==> src/rtl/stip_pkg.sv <==
// types, constants and helpers shared by the string parser modules
package stip_pkg;

	localparam int CHAR_W       = 8;
	localparam int BASE_W       = 6;
	localparam int DIGIT_W      = 6;
	localparam int VALUE_OUT_W  = 32;
	localparam int LENGTH_OUT_W = 11;
	localparam int QUEUE_DEPTH  = 2;

	localparam logic [DIGIT_W-1:0] NO_DIGIT     = 6'd63;
	localparam logic [BASE_W-1:0]  BASE_DEFAULT = 6'd10;
	localparam logic [BASE_W-1:0]  BASE_MAX     = 6'd36;
	localparam logic [BASE_W-1:0]  BASE_AUTO    = 6'd0;
	localparam logic [BASE_W-1:0]  BASE_OCT     = 6'd8;
	localparam logic [BASE_W-1:0]  BASE_DEC     = 6'd10;
	localparam logic [BASE_W-1:0]  BASE_HEX     = 6'd16;

	localparam logic [CHAR_W-1:0] CH_SPACE     = 8'h20;
	localparam logic [CHAR_W-1:0] CH_TAB       = 8'h09;
	localparam logic [CHAR_W-1:0] CH_CR        = 8'h0d;
	localparam logic [CHAR_W-1:0] CH_PLUS      = 8'h2b;
	localparam logic [CHAR_W-1:0] CH_MINUS     = 8'h2d;
	localparam logic [CHAR_W-1:0] CH_ZERO      = 8'h30;
	localparam logic [CHAR_W-1:0] CH_NINE      = 8'h39;
	localparam logic [CHAR_W-1:0] CH_UPPER_A   = 8'h41;
	localparam logic [CHAR_W-1:0] CH_UPPER_Z   = 8'h5a;
	localparam logic [CHAR_W-1:0] CH_LOWER_A   = 8'h61;
	localparam logic [CHAR_W-1:0] CH_LOWER_Z   = 8'h7a;
	localparam logic [CHAR_W-1:0] CH_UPPER_X   = 8'h58;
	localparam logic [CHAR_W-1:0] CH_LOWER_X   = 8'h78;
	localparam logic [CHAR_W-1:0] UPPER_OFFSET = 8'd55;
	localparam logic [CHAR_W-1:0] LOWER_OFFSET = 8'd87;

	// one classified character as it waits in the queue
	typedef struct packed {
		logic                sos;
		logic [DIGIT_W-1:0]  digit;
		logic                is_space;
		logic                is_plus;
		logic                is_minus;
		logic                is_hex_mark;
		logic [BASE_W-1:0]   base;
	} char_entry_t;

	typedef struct packed {
		logic full;
		logic empty;
	} queue_status_t;

	function automatic logic [DIGIT_W-1:0] digit_value(input logic [CHAR_W-1:0] c);
		logic [DIGIT_W-1:0] d;
		d = NO_DIGIT;
		if (c >= CH_ZERO && c <= CH_NINE) begin
			d = DIGIT_W'(c - CH_ZERO);
		end else if (c >= CH_UPPER_A && c <= CH_UPPER_Z) begin
			d = DIGIT_W'(c - UPPER_OFFSET);
		end else if (c >= CH_LOWER_A && c <= CH_LOWER_Z) begin
			d = DIGIT_W'(c - LOWER_OFFSET);
		end
		return d;
	endfunction

endpackage

==> src/rtl/stip_ifs.sv <==
// valid/ready channel interfaces of the string parser
interface stip_char_if import stip_pkg::*; ();
	logic              valid;
	logic              ready;
	logic              start_of_string;
	logic [CHAR_W-1:0] char_code;

	modport source (output valid, start_of_string, char_code, input ready);
	modport sink (input valid, start_of_string, char_code, output ready);
endinterface

interface stip_cfg_if import stip_pkg::*; ();
	logic              valid;
	logic              ready;
	logic [BASE_W-1:0] number_base;

	modport source (output valid, number_base, input ready);
	modport sink (input valid, number_base, output ready);
endinterface

interface stip_result_if import stip_pkg::*; ();
	logic                           valid;
	logic                           ready;
	logic signed [VALUE_OUT_W-1:0]  parsed_value;
	logic [LENGTH_OUT_W-1:0]        consumed_length;
	logic                           converted;
	logic                           overflowed;

	modport source (output valid, parsed_value, consumed_length, converted, overflowed,
		input ready);
	modport sink (input valid, parsed_value, consumed_length, converted, overflowed,
		output ready);
endinterface

==> src/rtl/stip_front.sv <==
// front end: base register, character classification and queue push
module stip_front import stip_pkg::*; (
	input  logic          clk,
	input  logic          arst_n,
	stip_char_if.sink     chars,
	stip_cfg_if.sink      cfg,
	input  queue_status_t q_status,
	output logic          push,
	output char_entry_t   entry
);

	logic [BASE_W-1:0] base_q;
	logic [CHAR_W-1:0] c;

	assign cfg.ready = 1'b1;

	always_ff @(posedge clk or negedge arst_n) begin
		if (!arst_n) begin
			base_q <= BASE_DEFAULT;
		end else if (cfg.valid) begin
			base_q <= cfg.number_base;
		end
	end

	assign chars.ready = !q_status.full;
	assign push        = chars.valid && chars.ready;
	assign c           = chars.char_code;

	always_comb begin
		entry.sos         = chars.start_of_string;
		entry.digit       = digit_value(c);
		entry.is_space    = (c == CH_SPACE) || (c >= CH_TAB && c <= CH_CR);
		entry.is_plus     = (c == CH_PLUS);
		entry.is_minus    = (c == CH_MINUS);
		entry.is_hex_mark = (c == CH_UPPER_X) || (c == CH_LOWER_X);
		// bases above 36 behave as 36
		entry.base        = (base_q > BASE_MAX) ? BASE_MAX : base_q;
	end

endmodule

==> src/rtl/stip_queue.sv <==
// short queue of classified characters between front and back end
module stip_queue import stip_pkg::*; (
	input  logic          clk,
	input  logic          arst_n,
	input  logic          push,
	input  char_entry_t   entry_in,
	input  logic          pop,
	output char_entry_t   entry_out,
	output queue_status_t status
);

	localparam int PTR_W = (QUEUE_DEPTH > 1) ? $clog2(QUEUE_DEPTH) : 1;
	localparam int CNT_W = $clog2(QUEUE_DEPTH + 1);

	char_entry_t       mem_q [QUEUE_DEPTH];
	logic [PTR_W-1:0]  wr_ptr_q;
	logic [PTR_W-1:0]  rd_ptr_q;
	logic [CNT_W-1:0]  count_q;

	assign status.full  = (count_q == CNT_W'(QUEUE_DEPTH));
	assign status.empty = (count_q == '0);
	assign entry_out    = mem_q[rd_ptr_q];

	always_ff @(posedge clk) begin
		if (push) begin
			mem_q[wr_ptr_q] <= entry_in;
		end
	end

	always_ff @(posedge clk or negedge arst_n) begin
		if (!arst_n) begin
			wr_ptr_q <= '0;
			rd_ptr_q <= '0;
			count_q  <= '0;
		end else begin
			if (push) begin
				wr_ptr_q <= (wr_ptr_q == PTR_W'(QUEUE_DEPTH - 1)) ? '0 : wr_ptr_q + 1'b1;
			end
			if (pop) begin
				rd_ptr_q <= (rd_ptr_q == PTR_W'(QUEUE_DEPTH - 1)) ? '0 : rd_ptr_q + 1'b1;
			end
			if (push && !pop) begin
				count_q <= count_q + 1'b1;
			end else if (pop && !push) begin
				count_q <= count_q - 1'b1;
			end
		end
	end

endmodule

==> src/rtl/stip_back.sv <==
// back end: parse state machine, digit accumulation and result register
module stip_back import stip_pkg::*; #(
	parameter int VALUE_WIDTH = 32,
	parameter int MAX_CHARS   = 1024
) (
	input  logic          clk,
	input  logic          arst_n,
	input  char_entry_t   entry,
	input  queue_status_t q_status,
	output logic          pop,
	stip_result_if.source results
);

	localparam int W    = VALUE_WIDTH;
	localparam int PW   = VALUE_WIDTH + 7;
	localparam int CW   = $clog2(MAX_CHARS + 1);
	localparam logic [W-1:0] POS_LIM  = {1'b0, {(W-1){1'b1}}};
	localparam logic [W-1:0] SIGN_MAG = {1'b1, {(W-1){1'b0}}};

	typedef enum logic [2:0] {
		PH_IDLE,
		PH_SPACE,
		PH_FIRST,
		PH_ZERO,
		PH_DIGITS
	} phase_t;

	phase_t            phase_q;
	logic              neg_q;
	logic              dseen_q;
	logic              ovf_q;
	logic [W-1:0]      acc_q;
	logic [BASE_W-1:0] base_q;
	logic [CW-1:0]     pos_q;

	logic                          out_valid_q;
	logic signed [VALUE_OUT_W-1:0] res_value_q;
	logic [LENGTH_OUT_W-1:0]       res_len_q;
	logic                          res_conv_q;
	logic                          res_ovf_q;

	phase_t            ph, nph;
	logic              nneg, ndseen, nov;
	logic [W-1:0]      nacc;
	logic [BASE_W-1:0] nbase, tbase;
	logic [CW-1:0]     npos;
	logic              first, zero_path, digits, count_up, emit;
	logic [PW-1:0]     prod, lim;
	logic [W-1:0]      fin_value;

	assign pop = !q_status.empty && (!out_valid_q || results.ready);

	always_comb begin
		// a string start clears the parse before this character is looked at
		ph     = entry.sos ? PH_SPACE : phase_q;
		nph    = ph;
		nneg   = entry.sos ? 1'b0 : neg_q;
		ndseen = entry.sos ? 1'b0 : dseen_q;
		nov    = entry.sos ? 1'b0 : ovf_q;
		nacc   = entry.sos ? '0 : acc_q;
		nbase  = entry.sos ? entry.base : base_q;
		npos   = entry.sos ? '0 : pos_q;
		first     = 1'b0;
		zero_path = 1'b0;
		digits    = 1'b0;
		count_up  = 1'b0;
		emit      = 1'b0;
		tbase     = BASE_DEC;
		prod      = '0;
		lim       = '0;

		case (ph)
			PH_SPACE: begin
				if (entry.is_space) begin
					count_up = 1'b1;
				end else if (entry.is_plus || entry.is_minus) begin
					nneg     = entry.is_minus;
					count_up = 1'b1;
					nph      = PH_FIRST;
				end else begin
					first = 1'b1;
				end
			end
			PH_FIRST:  first = 1'b1;
			PH_ZERO:   zero_path = 1'b1;
			PH_DIGITS: digits = 1'b1;
			default: ;
		endcase

		if (first) begin
			if ((nbase == BASE_AUTO || nbase == BASE_HEX) && entry.digit == '0) begin
				count_up = 1'b1;
				nph      = PH_ZERO;
			end else begin
				if (nbase == BASE_AUTO) nbase = BASE_DEC;
				nph    = PH_DIGITS;
				digits = 1'b1;
			end
		end

		if (zero_path) begin
			if (entry.is_hex_mark) begin
				nbase    = BASE_HEX;
				count_up = 1'b1;
				nph      = PH_DIGITS;
			end else begin
				// the leading zero alone already counts as a digit
				if (nbase == BASE_AUTO) nbase = BASE_OCT;
				ndseen = 1'b1;
				nacc   = '0;
				nph    = PH_DIGITS;
				digits = 1'b1;
			end
		end

		if (digits) begin
			tbase = (nbase == BASE_AUTO) ? BASE_DEC : nbase;
			if (entry.digit >= tbase) begin
				emit = 1'b1;
				nph  = PH_IDLE;
			end else begin
				prod = PW'(nacc) * PW'(tbase) + PW'(entry.digit);
				lim  = PW'(nneg ? SIGN_MAG : POS_LIM);
				if (nov || prod > lim) begin
					nov = 1'b1;
				end else begin
					nacc = prod[W-1:0];
				end
				ndseen   = 1'b1;
				count_up = 1'b1;
			end
		end

		if (count_up && npos < CW'(MAX_CHARS)) begin
			npos = npos + 1'b1;
		end

		if (!ndseen) begin
			fin_value = '0;
		end else if (nov) begin
			fin_value = nneg ? SIGN_MAG : POS_LIM;
		end else begin
			fin_value = nneg ? W'(-nacc) : nacc;
		end
	end

	always_ff @(posedge clk or negedge arst_n) begin
		if (!arst_n) begin
			phase_q     <= PH_IDLE;
			neg_q       <= 1'b0;
			dseen_q     <= 1'b0;
			ovf_q       <= 1'b0;
			acc_q       <= '0;
			base_q      <= BASE_DEFAULT;
			pos_q       <= '0;
			out_valid_q <= 1'b0;
			res_value_q <= '0;
			res_len_q   <= '0;
			res_conv_q  <= 1'b0;
			res_ovf_q   <= 1'b0;
		end else begin
			if (out_valid_q && results.ready) begin
				out_valid_q <= 1'b0;
			end
			if (pop) begin
				phase_q <= nph;
				neg_q   <= nneg;
				dseen_q <= ndseen;
				ovf_q   <= nov;
				acc_q   <= nacc;
				base_q  <= nbase;
				pos_q   <= npos;
				if (emit) begin
					out_valid_q <= 1'b1;
					res_value_q <= VALUE_OUT_W'(signed'(fin_value));
					res_len_q   <= ndseen ? LENGTH_OUT_W'(npos) : '0;
					res_conv_q  <= ndseen;
					res_ovf_q   <= nov;
				end
			end
		end
	end

	assign results.valid           = out_valid_q;
	assign results.parsed_value    = res_value_q;
	assign results.consumed_length = res_len_q;
	assign results.converted       = res_conv_q;
	assign results.overflowed      = res_ovf_q;

endmodule

==> src/rtl/string_to_integer_parser_top.sv <==
// top level of the streaming string to integer parser
// a terminating character passes through the queue and then the result register before its result is valid
// throughput: one character per cycle while the result channel does not stall, set by the back end's
//   combinational multiply-add and limit compare on the accumulator
// reset: arst_n clears the queue, the parse state and the result register at once;
//   number_base comes out of reset as 10
module string_to_integer_parser_top import stip_pkg::*; #(
	parameter int VALUE_WIDTH = 32,
	parameter int MAX_CHARS   = 1024
) (
	input  logic          clk,
	input  logic          arst_n,
	stip_char_if.sink     chars,
	stip_cfg_if.sink      cfg,
	stip_result_if.source results
);

	// classified character handed from front end to queue
	char_entry_t   front_entry;
	// head of the queue as seen by the back end
	char_entry_t   back_entry;
	// queue fill status, full stalls the character channel
	queue_status_t q_status;
	logic          push;
	logic          pop;

	// front end: holds number_base, classifies each character transaction
	// and stamps it with the base that applies if it starts a string
	stip_front u_front (
		.clk      (clk),
		.arst_n   (arst_n),
		.chars    (chars),
		.cfg      (cfg),
		.q_status (q_status),
		.push     (push),
		.entry    (front_entry)
	);

	// two-entry queue lets the character side keep flowing while a result waits, until the queue fills
	stip_queue u_queue (
		.clk       (clk),
		.arst_n    (arst_n),
		.push      (push),
		.entry_in  (front_entry),
		.pop       (pop),
		.entry_out (back_entry),
		.status    (q_status)
	);

	// back end: one character per cycle through the parse state machine while the result channel does not stall;
	// the result register decouples it from the result channel
	stip_back #(
		.VALUE_WIDTH (VALUE_WIDTH),
		.MAX_CHARS   (MAX_CHARS)
	) u_back (
		.clk      (clk),
		.arst_n   (arst_n),
		.entry    (back_entry),
		.q_status (q_status),
		.pop      (pop),
		.results  (results)
	);

endmodule

==> src/flat_wrapper.sv <==
// flat-port wrapper written by rule: the top's interface ports become plain ports
module string_to_integer_parser_top_flat import stip_pkg::*;
#(
	parameter int VALUE_WIDTH = 32,
	parameter int MAX_CHARS   = 1024
)
  (clk, arst_n, chars_valid, chars_start_of_string, chars_char_code, chars_ready, cfg_valid, cfg_number_base, cfg_ready, results_valid, results_parsed_value, results_consumed_length, results_converted, results_overflowed, results_ready);
  stip_char_if chars_i ();
  stip_cfg_if cfg_i ();
  stip_result_if results_i ();
  input  logic clk;
  input  logic arst_n;
  input wire logic [$bits(chars_i.valid)-1:0] chars_valid;
  input wire logic [$bits(chars_i.start_of_string)-1:0] chars_start_of_string;
  input wire logic [$bits(chars_i.char_code)-1:0] chars_char_code;
  output wire logic [$bits(chars_i.ready)-1:0] chars_ready;
  input wire logic [$bits(cfg_i.valid)-1:0] cfg_valid;
  input wire logic [$bits(cfg_i.number_base)-1:0] cfg_number_base;
  output wire logic [$bits(cfg_i.ready)-1:0] cfg_ready;
  output wire logic [$bits(results_i.valid)-1:0] results_valid;
  output wire logic [$bits(results_i.parsed_value)-1:0] results_parsed_value;
  output wire logic [$bits(results_i.consumed_length)-1:0] results_consumed_length;
  output wire logic [$bits(results_i.converted)-1:0] results_converted;
  output wire logic [$bits(results_i.overflowed)-1:0] results_overflowed;
  input wire logic [$bits(results_i.ready)-1:0] results_ready;
  assign chars_i.valid = chars_valid;
  assign chars_i.start_of_string = chars_start_of_string;
  assign chars_i.char_code = chars_char_code;
  assign chars_ready = chars_i.ready;
  assign cfg_i.valid = cfg_valid;
  assign cfg_i.number_base = cfg_number_base;
  assign cfg_ready = cfg_i.ready;
  assign results_valid = results_i.valid;
  assign results_parsed_value = results_i.parsed_value;
  assign results_consumed_length = results_i.consumed_length;
  assign results_converted = results_i.converted;
  assign results_overflowed = results_i.overflowed;
  assign results_i.ready = results_ready;
  string_to_integer_parser_top #(.VALUE_WIDTH(VALUE_WIDTH), .MAX_CHARS(MAX_CHARS)) u_core (.clk(clk), .arst_n(arst_n), .chars(chars_i), .cfg(cfg_i), .results(results_i));
endmodule
==> config.mk <==
export PLATFORM = sky130hd
export DESIGN_NAME = string_to_integer_parser_top_flat
export DESIGN_NICKNAME = d
export VERILOG_FILES = /design/src/rtl/stip_pkg.sv /design/src/rtl/stip_ifs.sv /design/src/rtl/stip_front.sv /design/src/rtl/stip_queue.sv /design/src/rtl/stip_back.sv /design/src/rtl/string_to_integer_parser_top.sv /design/src/flat_wrapper.sv
export SDC_FILE = /design/constraint.sdc
export NUM_CORES = 1
export LEC_CHECK = 0
export BUFFER_PORTS_ARGS = -buffer_cell sky130_fd_sc_hd__buf_2
export CELL_PAD_IN_SITES_DETAIL_PLACEMENT = 1
export CELL_PAD_IN_SITES_GLOBAL_PLACEMENT = 2
export CORE_UTILIZATION = 40
export DETAILED_ROUTE_END_ITERATION = 7
export PLACE_DENSITY_LB_ADDON = 0.08
export SYNTH_ARGS = -nofsm -noshare
export SYNTH_HDL_FRONTEND = slang
export SYNTH_SLANG_ARGS = --single-unit
==> constraint.sdc <==
create_clock -name clk -period 25.3 [get_ports clk]
set_input_delay 2.53 -clock clk [delete_from_list [all_inputs] [get_ports clk]]
set_output_delay 2.53 -clock clk [all_outputs]
set_load 0.005 [all_outputs]
==> metrics.cfg, run 1 <==
[floorplanning]
die-width_um = 200.6
core-area_sq_mm = 0.03874
dieArea_sq_mm = 0.04023
start_util = 0.4071
io_pins = 68
die_y_um = 200.6
rows = 72

[detailed_routing]
route.met2.wl_um = 26390
first_pass_iters = 7
wl_per_cell_um = 22.98
drc = 0
vias = 13908
drt-met1-wl_um = 24780
dr_wl_met3_um = 1685
routed_wl_um = 55330
drt_iter0_drc = 825
routed.top_layer = met4
via_per_inst = 5.776
ant_nets = 0

[global_route]
grt_pass1_vias = 14774
overflow = 0
grt_pass1_wl_um = 87200
grt_start_max_net_pins = 65
grtUsageTotal = 0.2814
antenna_found_initial = 0

[cts]
h-tree-depth = 4
ctsLongestPathBuffers = 2
clkTransAtPathRegs_ns = 0.08
cts_setup_buffers = 0
numCtsBuffers = 17
insertion_delay_ns = 0.45
clock_sinks = 145
ctsResizeCount = 0
cts_root_buffer = clkbuf_16
cts_tree = done
cts_hold_buf = 0

[critical_path]
r2r_slack_ns = 11.59
crit_path_max_incr_delay_ns = 1.11
cp.required_ns = 25.63
worstSetupStartpointType = flop
cp_slowest_cell = dfrtp_1
path_class = reg2reg
r2r_cells = 46
reg2reg_to = u_core.u_back.results.parsed_value[30]
crit_path_end_kind = flop
critPathMostFrequentCell = nand2_1
r2r-start = u_core.u_queue.rd_ptr_q
crit_fanout = 33
cp_data_arrival_time_ns = 14.04

[finish]
drive_above_1_share = 0.1032
stdcell_area_sq_mm = 0.01719
nets = 2157
synthToLayoutAreaGrowth_pct = 8.989
utilization = 0.4437
fillers = 4626
antennaDiodeCount = 0

[placed_design]
postPlaceCellArea_sq_mm = 0.01658
hpwlAfterDp_um = 43430
port_buffers = 66
gp_congestion = 0.8998

[synth]
synthCells = 1862
synth-edff-count = 34
yosysSeqAreaShare = 0.2412
ys_top_cells_by_count = 250 x nor2_1, 247 x nand2_1, 136 x ha_1
synth_cell_types = 86
avgSynthCellArea_sq_um = 8.470
postSynth.asyncResetShare = 0.7655
synth_top_area_share = 0.1698
synthTopCellsByArea = dfrtp_1 17%, fa_1 16%, ha_1 11%
ys.flop_type = dfrtp_1
netlist_area_sq_mm = 0.01577
synth.yosys.warnings = 0
synth_most_common_cell = nor2_1
synth_nets = 2142
ys_seq_elements = 145
synth_area_leader_cell = dfrtp_1

[status]
status = finished, final reports clean

[timing]
drv_slew = 0
skew_ns = 0.01940
hold_viol = 0
post-route-period-util = 0.5418
slew_headroom = 0.2260
final.setup.tns_ns = 0
tightest_slew_ns = 1.153
finalCriticalPeriod_ns = 13.71
setup_viol = 0
rsz0062_at_grt = no
fmax_ghz = 0.07295

[pwr]
peakVddDrop_mv = 0.08380
power.density_cell_area_mw_per_mm2 = 96.17
power.leakage_nw = 8.426

[hold_path]
hold_path_class = reg2reg
hp-start = u_core.u_back.results.converted
hold_end = u_core.u_back.results.converted
hold_depth = 2

[flow_run]
maxCapViolCount = 0

-- routing by layer --
| layer | global-route usage | vias up |
|---|---|---|
| met5 | 0 | - |
| met1 | 0.3702 | 7006 |
| met3 | 0.02744 | 92 |
| li1 | - | 6506 |
| met2 | 0.4706 | 304 |
| met4 | 0.1232 | 0 |
-- through the flow --
stage | setup slack (ns) | total power [W] | hold slack [ns] | std cells
3_5_place_dp | 11.74 | 0.001377 | 0.4691 | 2376
4_1_cts | 11.70 | 0.001652 | 0.4876 | 2408
5_1_grt | 10.64 | 0.001768 | 0.5183 | 2408
6_report | 11.59 | 0.001653 | 0.4791 | 2408
2_1_floorplan | 14.39 | 0.001025 | 0.4418 | 1862
3_3_place_gp | 12.26 | 0.001350 | 0.4568 | 2376
-- power by group --
group / internal, W / switching (W) / leakage (nW)
clock network: 0.000134 / 0.000128 / 0.294
registers: 0.000299 / 0.0000498 / 1.81
logic: 0.000333 / 0.000709 / 6.33
total: 0.000766 / 0.000887 / 8.43
-- kinds of logic after synthesis --
| group | synth area share |
|---|---|
| adder cells (fa/ha/maj) | 0.2653 |
| AND/OR/NAND/NOR | 0.2200 |
| other | 0.0002378 |
| XOR/XNOR | 0.02721 |
| multiplexers | 0.03340 |
| flip-flops | 0.2412 |
| buffers and inverters | 0.04673 |
| AO/OA/AOI/OAI | 0.1660 |
-- worst max path at each step --
stage                                       start  cells past startpoint  slack, ns                                      to
after global placement    u_core.u_queue.rd_ptr_q                     46      12.26  u_core.u_back.results.parsed_value[18]
final                     u_core.u_queue.rd_ptr_q                     46      11.59  u_core.u_back.results.parsed_value[30]
after CTS                 u_core.u_queue.rd_ptr_q                     46      11.70  u_core.u_back.results.parsed_value[30]
after detailed placement  u_core.u_queue.rd_ptr_q                     46      11.74  u_core.u_back.results.parsed_value[30]
after floorplan           u_core.u_queue.rd_ptr_q                     50      14.39  u_core.u_back.results.parsed_value[18]
after global routing      u_core.u_queue.rd_ptr_q                     45      10.64  u_core.u_back.results.parsed_value[30]
-- worst max-delay path, delay by kind of cell, from the launching register on --
family                   cells  cell delay (ns)
AND/OR/NAND/NOR             16             4.70
AO/OA/AOI/OAI               16             3.20
adder cells (fa/ha/maj)      7             2.96
flip-flops                   1             1.11
buffers and inverters        5             0.83
multiplexers                 1             0.40
XOR/XNOR                     1             0.39
-- cells in the final DEF (no fill, tap or decap), types with 21 or more instances in the layout --
cell / synthesis / final
mux2i_1: 32 / 31
nor2_1: 250 / 250
and2_1: 28 / 28
dfrtp_1: 107 / 107
buf_4: 1 / 23
nand3_1: 50 / 50
ha_1: 136 / 136
nor3_1: 30 / 30
fa_1: 124 / 124
nand2_1: 247 / 246
inv_1: 94 / 93
xor2_1: 21 / 21
a21o_1: 25 / 25
xnor2_1: 28 / 28
nand4_1: 27 / 27
edfxtp_1: 34 / 34
buf_2: 10 / 65
o21ai_0: 135 / 134
a21oi_1: 121 / 119
-- cell type report --
class,instances,area [sq um],area share
multi-input cells,1529,11270,0.6557
flip-flops and latches,145,3804,0.2213
well taps,518,648.1,0.03771
repair buffers,88,498.0,0.02897
clock buffers,17,425.4,0.02475
inverters,96,360.3,0.02096
clock inverters,15,182.7,0.01063
-- flip-flops by register name, summed over array words and instances (netlist names), 2 cells and up --
register,flops
u_core.u_back.acc_q,32
u_core.u_back.base_q,6
u_core.u_back.phase_q,3
u_core.u_back.pos_q,11
u_core.u_back.results.consumed_length,11
u_core.u_back.results.parsed_value,32
u_core.u_front.base_q,6
u_core.u_queue.count_q,2
u_core.u_queue.mem_q,34
Note: power is estimated with default switching activity, not from simulation.
==> run 2: changes to the inputs <==
Settings changed: CORE_UTILIZATION 40 to 36.
Clock period 25.3 ns to 11.3 ns, I/O delays scaled along.
==> run 2 against run 1 <==
Via count up 0.78%. Total power up 130%. Clock-buffer cell count unchanged. Clock power up 120%. Critical endpoint is now u_core.u_back.results.parsed_value[24].
==> metrics.cfg, run 2 (synthesis results as in run 1) <==
[finish]
antennaDiodeCount = 0  ; unchanged
final_cell_mix = 249 x nor2_1, 243 x nand2_1, 136 x ha_1
regArea_sq_mm = 0.003805  ; about the same
utilization = 0.4129  ; -0.03082
fillers = 5138  ; +11%
mostFrequentLayoutCell = nor2_1
nets = 2201  ; +2.0%
synthToLayoutAreaGrowth_pct = 13.03
multi_input_area_sq_mm = 0.01143  ; +1.4%
regMostFlops = u_core.u_queue.mem_q
drive_above_1_share = 0.1355  ; +0.03230
largest_reg_flops = 34  ; unchanged

[detailed_routing]
ant_nets = 0  ; unchanged
routed_wl_um = 56940  ; +2.9%
vias = 14016  ; +0.78%
wl_per_cell_um = 22.60  ; -1.6%
drt_iter0_drc = 832  ; +0.85%
via_per_inst = 5.564  ; -3.7%
drc = 0  ; unchanged
first_pass_iters = 5  ; -2

[pwr]
p_switching_w = 0.001999  ; +130%
combPwrFrac = 0.649  ; +0.019
internal-power_w = 0.001847  ; +140%
p_seq_frac = 0.199  ; -0.012
power.density_cell_area_mw_per_mm2 = 215.8  ; +120%
power.leakage_nw = 8.700  ; +3.2%
sw_frac_of_total = 0.5197  ; -0.01665
peakVddDrop_mv = 0.2931  ; +250%
power.share.clock = 0.151  ; -0.008

[critical_path]
worstSetupStartpointType = flop
cp_data_arrival_time_ns = 11.12  ; -2.92 ns
cp_slowest_cell = edfxtp_1
cp.required_ns = 11.63  ; -14.00 ns
crit_path_max_incr_delay_ns = 0.54  ; -0.57 ns
crit_fanout = 7  ; -79%
crit_path_end_kind = flop
path_class = reg2reg

[timing]
fmax_ghz = 0.09266  ; +27%
setup_viol = 0  ; unchanged
drv_slew = 0  ; unchanged
tightest_slew_ns = 0.9959  ; -0.1573 ns
post-route-period-util = 0.9551  ; +0.4133
finalCriticalPeriod_ns = 10.79  ; -2.915 ns
final.setup.tns_ns = 0  ; unchanged
slew_headroom = 0.3290  ; +0.1030
hold_viol = 0  ; unchanged
skew_ns = 0.01624  ; -0.003158 ns

[global_route]
grtUsageTotal = 0.2626  ; -0.01877
antenna_found_initial = 0  ; unchanged
overflow = 0  ; unchanged
grt_pass1_vias = 14717  ; -0.39%
grt_start_max_net_pins = 80  ; +23%
grt_pass1_wl_um = 89050  ; +2.1%

[cts]
clkTransAtPathRegs_ns = 0.07  ; about the same
cts_tree = done
numCtsBuffers = 17  ; unchanged
ctsLongestPathBuffers = 2  ; unchanged
insertion_delay_ns = 0.44  ; about the same
h-tree-depth = 4  ; unchanged
cts_root_buffer = clkbuf_16
clock_sinks = 145  ; unchanged

[floorplanning]
start_util = 0.3653  ; -0.04182
rows = 76  ; +5.6%
die-width_um = 211.3  ; +5.4%
dieArea_sq_mm = 0.04465  ; +11%
die_y_um = 211.3  ; +5.4%
io_pins = 68  ; unchanged
core-area_sq_mm = 0.04317  ; +11%

[placed_design]
gp_congestion = 0.8899  ; -1.1%
hpwlAfterDp_um = 45620  ; +5.0%
port_buffers = 66  ; unchanged

[flow_run]
maxCapViolCount = 0  ; unchanged

[hold_path]
hold_path_class = reg2reg

[status]
status = finished, final reports clean

==> run 2: changes by cell type in the layout (fill, tap and decap cells not counted), moves of 2 or more <==
cell / change
inv_6: +3
xor2_1: -2
inv_8: -2
a21oi_1: -4
nor4_1: -3
xor2_2: +2
nand2_1: -3
buf_6: +4
buf_4: +35
buf_12: +5
nor4_4: +2
nand2_2: +3
a21oi_2: +4
==> run 2: timing repair <==
action / 4_1_cts / 5_1_grt
gates cloned: 0 / 0
gates resized for setup: 5 / 34
pin swaps: 0 / 4
setup endpoints to repair: 8 / 35
buffers inserted: 3 / 11
hold buffers: 0 / 0
==> run 2: cell type report <==
type                            instances  share of cell area
Clock buffer                           17             0.02386
Clock inverter                         15            0.009335
Sequential cell                       145              0.2134
Tap cell                              585             0.04106
Inverter                               96             0.02021
Multi-Input combinational cell       1529              0.6413
Timing Repair Buffer                  132             0.05082
==> run 2: metrics by stage <==
step / worst slack, ns / total power [W] / cells / hold slack, ns / instance area, sq um
after floorplan: 0.3899 / 0.002296 / 1862 / 0.4418 / 15770
after global placement: 0.03691 / 0.003115 / 2473 / 0.4563 / 16930
after detailed placement: -0.06061 / 0.003160 / 2473 / 0.4686 / 16930
after CTS: 0.0002034 / 0.003763 / 2508 / 0.4877 / 17560
after global routing: -0.04015 / 0.004135 / 2519 / 0.5071 / 17830
final: 0.5075 / 0.003846 / 2519 / 0.4825 / 17830
==> run 2: final timing paths <==
check	from	to	slack, ns	cells past startpoint
worst max-delay path	u_core.u_queue.mem_q[0][16]	u_core.u_back.results.parsed_value[24]	0.51	42
worst min-delay path	u_core.u_back.results.consumed_length[5]	u_core.u_back.results.consumed_length[5]	0.48	2
worst max register to register	u_core.u_queue.mem_q[0][16]	u_core.u_back.results.parsed_value[24]	0.51	42
worst min register to register	u_core.u_back.results.consumed_length[5]	u_core.u_back.results.consumed_length[5]	0.48	2
max in group asynchronous	arst_n	u_core.u_queue.rd_ptr_q	9.17	2
min in group asynchronous	arst_n	u_core.u_back.results.parsed_value[16]	0.75	1
==> run 2: metal layers <==
layer / track usage / routed length (um)
met5: 0 / 0
met4: 0.07271 / 1613
met3: 0.02121 / 1336
met2: 0.4623 / 28820
met1: 0.3439 / 25170
==> run 2: worst max-delay path: cells and delay by family, from the launching register on <==
kind | cells | cell delay [ns]
adder cells (fa/ha/maj) | 7 | 2.94
AO/OA/AOI/OAI | 13 | 2.67
buffers and inverters | 5 | 0.49
XOR/XNOR | 1 | 0.51
flip-flops | 1 | 0.54
AND/OR/NAND/NOR | 15 | 3.20
multiplexers | 1 | 0.33
==> run 2: power by group through the flow <==
stage | Clock (W) | Combinational (W) | Sequential [W]
finish | 0.000582 | 0.00250 | 0.000766
global route | 0.000615 | 0.00274 | 0.000780
CTS | 0.000596 | 0.00240 | 0.000766
detailed placement | 0 | 0.00238 | 0.000776
global placement | 0 | 0.00234 | 0.000773
floorplan | 0 | 0.00156 | 0.000739
==> run 3: changes to the inputs <==
Settings changed: CORE_MARGIN from default to 5.
==> run 3 against run 2 <==
Sequential power about the same. Global-route usage decreased by 1.9 points. Critical path depth increased by 5. Combinational power increased by 4%. Sequential share of layout area decreased by 0.052 points. Register-to-register slack about the same. Clock-buffer cell count unchanged. Wire length increased by 2.3%. Largest cell class unchanged. Highest routed layer unchanged.
==> metrics.cfg, run 3 (synthesis results as in run 1) <==
[cts]
cts_hold_buf = 0  ; unchanged
numCtsBuffers = 17  ; unchanged
h-tree-depth = 4  ; unchanged
clock_sinks = 145  ; unchanged
insertion_delay_ns = 0.44  ; about the same
cts_root_buffer = clkbuf_16
clkTransAtPathRegs_ns = 0.08  ; about the same
ctsLongestPathBuffers = 2  ; unchanged
cts_tree = done

[placed_design]
gp_congestion = 0.8841  ; -0.65%
dp_slack_ns = -0.3159  ; -0.2553 ns
postPlaceCellArea_sq_mm = 0.01691  ; -0.12%
hpwlAfterDp_um = 45940  ; +0.71%
port_buffers = 66  ; unchanged

[timing]
post-route-period-util = 0.9553  ; about the same
setup_viol = 0  ; unchanged
fmax_ghz = 0.09264  ; about the same
slew_headroom = 0.2221  ; -0.1069
drv_slew = 0  ; unchanged
tightest_slew_ns = 1.155  ; +0.1587 ns
hold_viol = 0  ; unchanged
final.setup.tns_ns = 0  ; unchanged
fin_ws_ns = 0.5050  ; -0.002520 ns
skew_ns = 0.01848  ; +0.002236 ns
finalCriticalPeriod_ns = 10.80  ; +0.002520 ns

[critical_path]
reg2reg_to = u_core.u_back.results.parsed_value[30]
crit_path_max_incr_delay_ns = 0.55  ; about the same
crit_fanout = 5  ; -2
cp_data_arrival_time_ns = 11.11  ; about the same
cp.required_ns = 11.62  ; about the same
path_class = reg2reg
crit_path_end_kind = flop
crit_end = u_core.u_back.results.parsed_value[30]
cp_slowest_cell = fa_1
r2r_cells = 47  ; +12%
r2r_slack_ns = 0.50  ; about the same
crit_start = u_core.u_queue.mem_q[0][16]
r2r-start = u_core.u_queue.mem_q[0][16]
worstSetupStartpointType = flop

[hold_path]
hold_depth = 2  ; unchanged
hold_path_class = reg2reg

[floorplanning]
die-width_um = 219.3  ; +3.8%
dieArea_sq_mm = 0.04809  ; +7.7%
core-area_sq_mm = 0.04317  ; unchanged
start_util = 0.3653  ; unchanged
die_y_um = 219.3  ; +3.8%
rows = 76  ; unchanged
io_pins = 68  ; unchanged

[pwr]
total_power_w = 0.003935  ; +2.3%
p_seq_frac = 0.195  ; -0.004
power.leakage_nw = 8.679  ; -0.24%
power.density_cell_area_mw_per_mm2 = 220.2  ; +2.1%
combPwrFrac = 0.660  ; +0.011
sw_frac_of_total = 0.5210  ; +0.001268
internal-power_w = 0.001885  ; +2.1%
power.share.clock = 0.145  ; -0.006
p_switching_w = 0.002050  ; +2.6%
peakVddDrop_mv = 0.3369  ; +15%

[finish]
utilization = 0.4139  ; +0.001014
drive_above_1_share = 0.1424  ; +0.006944
synthToLayoutAreaGrowth_pct = 13.30
nets = 2205  ; +0.18%
regMostFlops = u_core.u_queue.mem_q
final_cell_mix = 246 x nor2_1, 245 x nand2_1, 134 x o21ai_0
mostFrequentLayoutCell = nor2_1
stdcell_area_sq_mm = 0.01787  ; +0.25%
antennaDiodeCount = 0  ; unchanged
largest_reg_flops = 34  ; unchanged

[detailed_routing]
drc = 0  ; unchanged
ant_nets = 0  ; unchanged
routed_wl_um = 58260  ; +2.3%
via_per_inst = 5.594  ; +0.53%
wl_per_cell_um = 23.09  ; +2.2%
first_pass_iters = 5  ; unchanged
vias = 14113  ; +0.69%
drt_iter0_drc = 763  ; -8.3%

[global_route]
grt_start_max_net_pins = 86  ; +7.5%
overflow = 0  ; unchanged
grt_pass1_wl_um = 90200  ; +1.3%
grt_pass1_vias = 15010  ; +2.0%
grtUsageTotal = 0.2433  ; -0.01928
antenna_found_initial = 0  ; unchanged

[status]
status = finished, final reports clean

[flow_run]
maxCapViolCount = 0  ; unchanged

-- run 3: changes by cell type in the layout (fill, tap and decap cells not counted), moves of 3 or more --
cell / previous run / this run
buf_4: 58 / 64
ha_1: 136 / 131
ha_2: 0 / 4
nand2_2: 4 / 1
nor2_1: 249 / 246
nor2_2: 0 / 3
nor4_1: 12 / 9
-- run 3: worst max-delay path: cells and delay by family, from the launching register on --
family / cells / cell delay (ns)
simple gates: 16 / 3.09
fa+ha+maj: 7 / 2.94
compound gates: 14 / 2.74
buf+inv: 7 / 0.84
flops: 1 / 0.46
mux: 2 / 0.30
xor+xnor: 1 / 0.30
-- run 3: how the worst min path moves through the flow --
stage	start	endpoint	slack [ns]
floorplan	u_core.u_back.ovf_q	u_core.u_back.ovf_q	0.44
global placement	u_core.u_back.results.converted	u_core.u_back.results.converted	0.46
detailed placement	u_core.u_back.results.consumed_length[7]	u_core.u_back.results.consumed_length[7]	0.48
CTS	u_core.u_back.results.consumed_length[7]	u_core.u_back.results.consumed_length[7]	0.50
global route	u_core.u_back.ovf_q	u_core.u_back.ovf_q	0.51
finish	u_core.u_back.results.consumed_length[7]	u_core.u_back.results.consumed_length[7]	0.49
-- run 3: repair_timing --
action,4_1_cts,5_1_grt
setup endpoints to repair,13,32
resized for setup,7,43
pin swaps,2,14
setup buffers,6,13
-- run 3: metal layers --
layer	global-route usage	part of all wire	up-vias
li1	-	-	6608
met4	0.08290	0.038	0
met3	0.02966	0.031	78
met5	0	0	-
met1	0.3180	0.44	7153
met2	0.4178	0.49	274
-- run 3: cell type report --
cell class | instances | area (sq um)
well taps | 585 | 732.0
clock buffers | 17 | 425.4
inverters | 96 | 360.3
multi-input cells | 1529 | 11480
fillers | 5178 | 25300
clock inverters | 15 | 160.2
flip-flops and latches | 145 | 3805
repair buffers | 136 | 910.9
-- run 3: stage by stage --
step | std cells | hold WS (ns)
finish | 2523 | 0.4883
detailed placement | 2472 | 0.4756
floorplan | 1862 | 0.4418
global route | 2523 | 0.5137
CTS | 2510 | 0.4960
global placement | 2472 | 0.4577
-- run 3: power by group through the flow --
stage	logic (W)	clock network, W	registers (W)
finish	0.00260	0.000572	0.000766
global route	0.00283	0.000612	0.000782
CTS	0.00247	0.000589	0.000767
detailed placement	0.00242	0	0.000776
global placement	0.00237	0	0.000773
floorplan	0.00156	0	0.000739
